`src/design/fpwb_pkg.sv`:
```
`timescale 1ns / 1ps
// ----------------------------------------------------------------------------
// fpwb_pkg: shared definitions for the flash page write-back cache
// Field widths, request kinds, default geometry and the command and status
// groups that pass between the controller and the datapath.
// ----------------------------------------------------------------------------
package fpwb_pkg;

  localparam int ADDR_W = 12;
  localparam int DATA_W = 8;
  localparam int KIND_W = 2;

  localparam int DEF_PAGE_BYTES  = 64;
  localparam int DEF_FLASH_BYTES = 4096;

  localparam logic [DATA_W-1:0] ERASED_BYTE = 8'hFF;

  // Request kinds.
  localparam logic [KIND_W-1:0] REQ_READ   = 2'd0;
  localparam logic [KIND_W-1:0] REQ_WRITE  = 2'd1;
  localparam logic [KIND_W-1:0] REQ_FLUSH  = 2'd2;
  localparam logic [KIND_W-1:0] REQ_DIRECT = 2'd3;

  // Commands from the controller to the datapath.
  typedef struct packed {
    logic capture;         // latch a new request, clear the result
    logic cnt_clr;         // reset the byte counter
    logic cnt_inc;         // advance the byte counter
    logic clear_wr;        // reset sweep: erase flash byte at the counter
    logic erase_wr;        // erase one byte of the cached page
    logic prog;            // program pipeline step
    logic load;            // load pipeline step
    logic dread;           // direct flash read at the request address
    logic acc_write;       // apply a cached write to the buffer
    logic set_read_buf;    // take read data from the buffer
    logic set_read_flash;  // take read data from the flash array
    logic mark_loaded;
    logic mark_erased;
    logic mark_programmed;
    logic drop;            // forget the cached page
    logic finish;          // result complete, strobe it next cycle
  } cmd_t;

  // Status from the datapath to the controller.
  typedef struct packed {
    logic [KIND_W-1:0] kind;
    logic              hit;
    logic              modified;
    logic              erase_needed;
    logic              page_last;   // counter at the last byte of a page
    logic              page_end;    // counter one past the last byte
    logic              flash_last;  // counter at the last flash byte
  } status_t;

endpackage

```
`src/design/fpwb_ctrl.sv`:
```
`timescale 1ns / 1ps
// ----------------------------------------------------------------------------
// fpwb_ctrl: request sequencer
// Steps each request through address reduction, then write-back, page load,
// buffer access or a direct read as needed, one command group per cycle.
// ----------------------------------------------------------------------------
module fpwb_ctrl (
  input  logic              clk,
  input  logic              rst,
  input  logic              start,
  output logic              busy,
  input  fpwb_pkg::status_t status,
  output fpwb_pkg::cmd_t    cmd
);

  localparam logic [3:0] S_CLEAR = 4'd0;
  localparam logic [3:0] S_IDLE  = 4'd1;
  localparam logic [3:0] S_Q1    = 4'd2;
  localparam logic [3:0] S_R1    = 4'd3;
  localparam logic [3:0] S_Q2    = 4'd4;
  localparam logic [3:0] S_R2    = 4'd5;
  localparam logic [3:0] S_DISP  = 4'd6;
  localparam logic [3:0] S_ERASE = 4'd7;
  localparam logic [3:0] S_PROG  = 4'd8;
  localparam logic [3:0] S_LOAD  = 4'd9;
  localparam logic [3:0] S_ACC   = 4'd10;
  localparam logic [3:0] S_ACC2  = 4'd11;
  localparam logic [3:0] S_DRD   = 4'd12;

  logic [3:0] state, state_next;
  logic       miss, miss_next;

  always_ff @(posedge clk) begin
    if (rst) begin
      state <= S_CLEAR;
      miss  <= 1'b0;
    end else begin
      state <= state_next;
      miss  <= miss_next;
    end
  end

  assign busy = (state != S_IDLE);

  always_comb begin
    state_next = state;
    miss_next  = miss;
    cmd        = '0;
    case (state)
      S_CLEAR: begin
        cmd.clear_wr = 1'b1;
        cmd.cnt_inc  = 1'b1;
        if (status.flash_last) begin
          cmd.cnt_clr = 1'b1;
          state_next  = S_IDLE;
        end
      end
      S_IDLE: begin
        if (start) begin
          cmd.capture = 1'b1;
          state_next  = S_Q1;
        end
      end
      S_Q1: state_next = S_R1;
      S_R1: state_next = S_Q2;
      S_Q2: state_next = S_R2;
      S_R2: state_next = S_DISP;
      S_DISP: begin
        cmd.cnt_clr = 1'b1;
        miss_next   = 1'b0;
        case (status.kind)
          fpwb_pkg::REQ_DIRECT: begin
            cmd.dread  = 1'b1;
            state_next = S_DRD;
          end
          fpwb_pkg::REQ_FLUSH: begin
            if (status.modified) begin
              state_next = status.erase_needed ? S_ERASE : S_PROG;
            end else begin
              cmd.finish = 1'b1;
              state_next = S_IDLE;
            end
          end
          fpwb_pkg::REQ_READ, fpwb_pkg::REQ_WRITE: begin
            if (status.hit) begin
              state_next = S_ACC;
            end else if (status.modified) begin
              miss_next  = 1'b1;
              state_next = status.erase_needed ? S_ERASE : S_PROG;
            end else begin
              cmd.drop   = 1'b1;
              state_next = S_LOAD;
            end
          end
          default: begin
            cmd.finish = 1'b1;
            state_next = S_IDLE;
          end
        endcase
      end
      S_ERASE: begin
        cmd.erase_wr = 1'b1;
        cmd.cnt_inc  = 1'b1;
        if (status.page_last) begin
          cmd.mark_erased = 1'b1;
          cmd.cnt_clr     = 1'b1;
          state_next      = S_PROG;
        end
      end
      S_PROG: begin
        cmd.prog    = 1'b1;
        cmd.cnt_inc = 1'b1;
        if (status.page_end) begin
          cmd.mark_programmed = 1'b1;
          cmd.cnt_clr         = 1'b1;
          if (miss) begin
            cmd.drop   = 1'b1;
            state_next = S_LOAD;
          end else begin
            cmd.finish = 1'b1;
            state_next = S_IDLE;
          end
        end
      end
      S_LOAD: begin
        cmd.load    = 1'b1;
        cmd.cnt_inc = 1'b1;
        if (status.page_end) begin
          cmd.mark_loaded = 1'b1;
          cmd.cnt_clr     = 1'b1;
          state_next      = S_ACC;
        end
      end
      S_ACC: state_next = S_ACC2;
      S_ACC2: begin
        if (status.kind == fpwb_pkg::REQ_READ) begin
          cmd.set_read_buf = 1'b1;
        end else begin
          cmd.acc_write = 1'b1;
        end
        cmd.finish = 1'b1;
        state_next = S_IDLE;
      end
      S_DRD: begin
        cmd.set_read_flash = 1'b1;
        cmd.finish         = 1'b1;
        state_next         = S_IDLE;
      end
      default: state_next = S_IDLE;
    endcase
  end

endmodule

```
`config.mk`:
```
export PLATFORM = sky130hd
export DESIGN_NAME = fpwb_ctrl
export DESIGN_NICKNAME = d
export VERILOG_FILES = /design/src/design/fpwb_pkg.sv /design/src/design/fpwb_ctrl.sv
export SDC_FILE = /design/constraint.sdc
export NUM_CORES = 1
export LEC_CHECK = 0
export BUFFER_PORTS_ARGS = -buffer_cell sky130_fd_sc_hd__buf_2
export CAP_MARGIN = 15
export CORE_MARGIN = 5
export CORE_UTILIZATION = 54
export CTS_BUF_LIST = sky130_fd_sc_hd__clkbuf_4 sky130_fd_sc_hd__clkbuf_8
export DETAILED_ROUTE_END_ITERATION = 10
export HOLD_SLACK_MARGIN = 0.02
export PLACE_DENSITY = 0.87
export SLEW_MARGIN = 15
export SYNTH_ARGS = -nofsm -noshare
export SYNTH_HDL_FRONTEND = slang
export SYNTH_SLANG_ARGS = --single-unit
```
`constraint.sdc`:
```
create_clock -name clk -period 2.24 [get_ports clk]
set_clock_uncertainty 0.2 [all_clocks]
set_input_delay 0.336 -clock clk [delete_from_list [all_inputs] [get_ports clk]]
set_output_delay 0.336 -clock clk [all_outputs]
set_load 0.005 [all_outputs]
```
==> summary.txt <==
Routing
  – Drt total wl: a little under 2000 µm
  – DR WL met3: 170 µm
  – Routed met1 length: between 700 and 800 µm
  – DR DRC count: 0
  – WL/cell: 14.08 µm
  – 1st-pass router iterations: 4
  – Antenna viol nets, final: 0
  – DR top layer: met4
  – Met2 routed WL: between 1000 and 1500 µm
  – Via density: 5.971
  – Vias: just over 800
  – Initial drt markers: 25

Layout
  – Proportion of layout cells with a drive suffix above 1: between 30% and 40%
  – Most frequent cells in the layout: buf_2 (27), nor3_1 (9), nor2_1 (8)
  – Layout area overhead: 20.24%
  – Non-Filler Instances: 138
  – Commonest non-fill, non-tap cell in the layout: buf_2
  – Inserted Diodes: 0
  – Final Cell Area: roughly 870 µm²
  – Final net count: 135

Global routing
  – Vias in the first global route: ~800
  – Antenna violations before repair: 0
  – GRT Total Usage: between 20% and 30%
  – Grt ovf: 0
  – Largest net degree at the start of global routing: 22
  – First-pass GRT wire length: between 3000 and 4000 µm

Timing
  – Fin crit share: a little over nine tenths
  – Worst slew margin: between 70 and 80%
  – Final setup margin: 0.1121 ns
  – Slew at the pin closest to its max-slew limit: ~0.34 ns
  – Endpoints failing setup: 0
  – Final Hold Vio Count: 0
  – Final Max Slew Viols: 0
  – RSZ-0062 raised after global routing: no
  – Fin Setup TNS: 0 ns
  – Fmax: ~470 MHz
  – Final min period: between 2 and 2.5 ns

Clock network
  – Clk Tree Root Cell: clkbuf_4
  – Reg clk slew, reported paths: ~0.050 ns
  – Post-CTS setup buffer count: 0
  – Post-cts sizing count: 0
  – H-Tree Depth: 1
  – # hold bufs at CTS: 0
  – Clock sink count: 5
  – Clk_lat worst skew: around 0.25 ns
  – CTS tree: done
  – Cts bufs inserted: 3
  – Clk buf depth: 2

Setup path
  – Max FO, Critical Path: 11
  – CP Launch Type: register
  – WP data required: around 1.7 ns
  – CP peak stage delay: approximately 0.49 ns
  – Stages on the worst setup path: 5
  – Top cell family by delay on the critical path: simple AND/OR/NAND/NOR gates
  – Critical Path AT: about 1.6 ns
  – Critical Path Sink: cmd[14]
  – Cell Chain, Critical Path: and2b_4 -> nand2_2 -> nor2_1 -> or3_1 -> buf_2
  – RR Startpoint: state[3]$_SDFFE_PP0P_
  – FF-to-FF setup slack: about 0.59 ns
  – Worst reg2reg path endpoint: state[0]$_SDFFE_PP0P_
  – Critical path type: reg2out
  – Worst Reg-to-Reg Cells: 5
  – Crit path from: state[2]$_SDFFE_PP0P_
  – Setup crit end kind: output pin
  – CP max-delay cell: dfxtp_1
  – Buffer and inverter count on the worst path: 1

Power
  – Power per cell area: ~360 nW/µm²
  – Worst VDD drop: 0.0002711 V
  – LEAKAGE: 0.3909 nW
  – Power Total: roughly 0.00031 W

Flow run
  – # Max-Cap Violations: 0

Place
  – I/O Buffers: 27
  – Dpl ws: ~0.40 ns
  – Placed Cells: about 130
  – Placed cell areas: approximately 840 µm²
  – GP Congestion: about 0.83
  – Hpwl dp: between 1000 and 1500 µm

Die
  – Die width: roughly 47 µm
  – Initial core utilization: roughly 56%
  – Rows: 13
  – Die area: 2171 µm²
  – Core Area: 1285 µm²
  – Io pins: 28
  – Chip height: 46.60 µm

Logic synthesis
  – Avg Cell Area, Syn: ~7.5 µm²
  – Main synth FF type: dfxtp_1
  – Seq cells post-synth: 5
  – Syn Inst Count: between 90 and 100
  – YS warnings: 0
  – Distinct cells, synth: 43
  – Fraction of registers with async set/reset: 0%
  – Post-Syn Area: around 720 µm²
  – Sequential area share after synthesis: between 10% and 20%
  – Syn nets: around 110
  – Post-synth EDFFs: 0

Worst hold path
  – Hold Path Class: in2reg
  – Min-Delay Startpoint: rst

Run status
  – Status: complete, no violations
==> registers in the layout, indices dropped and copies added, names as in the netlist <==
register / count
miss: 1
state: 4
==> layout make-up <==
type / count / area [µm²]
tap: 15 / 18.77
inverter: 2 / 7.507
fill: 121 / 415.4
sequential: 5 / 100.1
timing repair buffer: 32 / 172.7
clock buffer: 4 / 30.03
multi-input combinational: 80 / 540.5
==> report_power, final <==
part / internal, W / switching (W) / total [W]
Clock: 0.0000797 / 0.0000421 / 0.000122
Combinational: 0.0000404 / 0.0000538 / 0.0000942
Sequential: 0.0000918 / 0.00000221 / 0.0000940
==> synthesized netlist by cell type (2+ instances only) <==
cell / count / area (µm²)
nor3_1: 9 / 45.04
nor2_1: 8 / 30.03
nand2_1: 6 / 22.52
a21oi_1: 5 / 25.02
dfxtp_1: 5 / 100.1
nand2b_1: 5 / 31.28
nor2b_1: 4 / 25.02
o21ai_1: 4 / 20.02
a22oi_1: 3 / 22.52
buf_2: 3 / 15.01
buf_4: 3 / 22.52
buf_6: 3 / 33.78
o21ai_0: 3 / 15.01
and3_1: 2 / 12.51
mux2i_1: 2 / 20.02
nand3_1: 2 / 10.01
nor3_4: 2 / 32.53
nor3b_1: 2 / 15.01
o31ai_1: 2 / 15.01
==> logic make-up after synthesis <==
family	Yosys count	share of synthesized area, %
buf+inv	12	11.42
compound gates	27	27.16
mux	2	2.768
flops	5	13.84
simple gates	51	44.81
==> worst min-delay path by stage <==
| stage | endpoint | cells after the start |
|---|---|---|
| after floorplan | miss$_SDFFE_PP0P_ | 1 |
| after global placement | miss$_SDFFE_PP0P_ | 2 |
| after detailed placement | miss$_SDFFE_PP0P_ | 2 |
| after CTS | state[3]$_SDFFE_PP0P_ | 2 |
| after global routing | state[1]$_SDFFE_PP0P_ | 2 |
| final | state[3]$_SDFFE_PP0P_ | 2 |
==> stage by stage <==
stage	util, %	hold WS, ns
after floorplan	-	0.2084
after global placement	65.34	0.3450
after detailed placement	65.34	0.3518
after CTS	67.67	0.1438
after global routing	67.67	0.1484
final	67.67	0.1527
==> per-layer routing <==
layer | global-route usage, % | vias to the layer above
met3 | 2.734 | 2
met4 | 11.36 | 0
met5 | 0 | -
met2 | 35.16 | 35
li1 | - | 405
met1 | 23.27 | 382
Power figures use the tool's default switching activity.
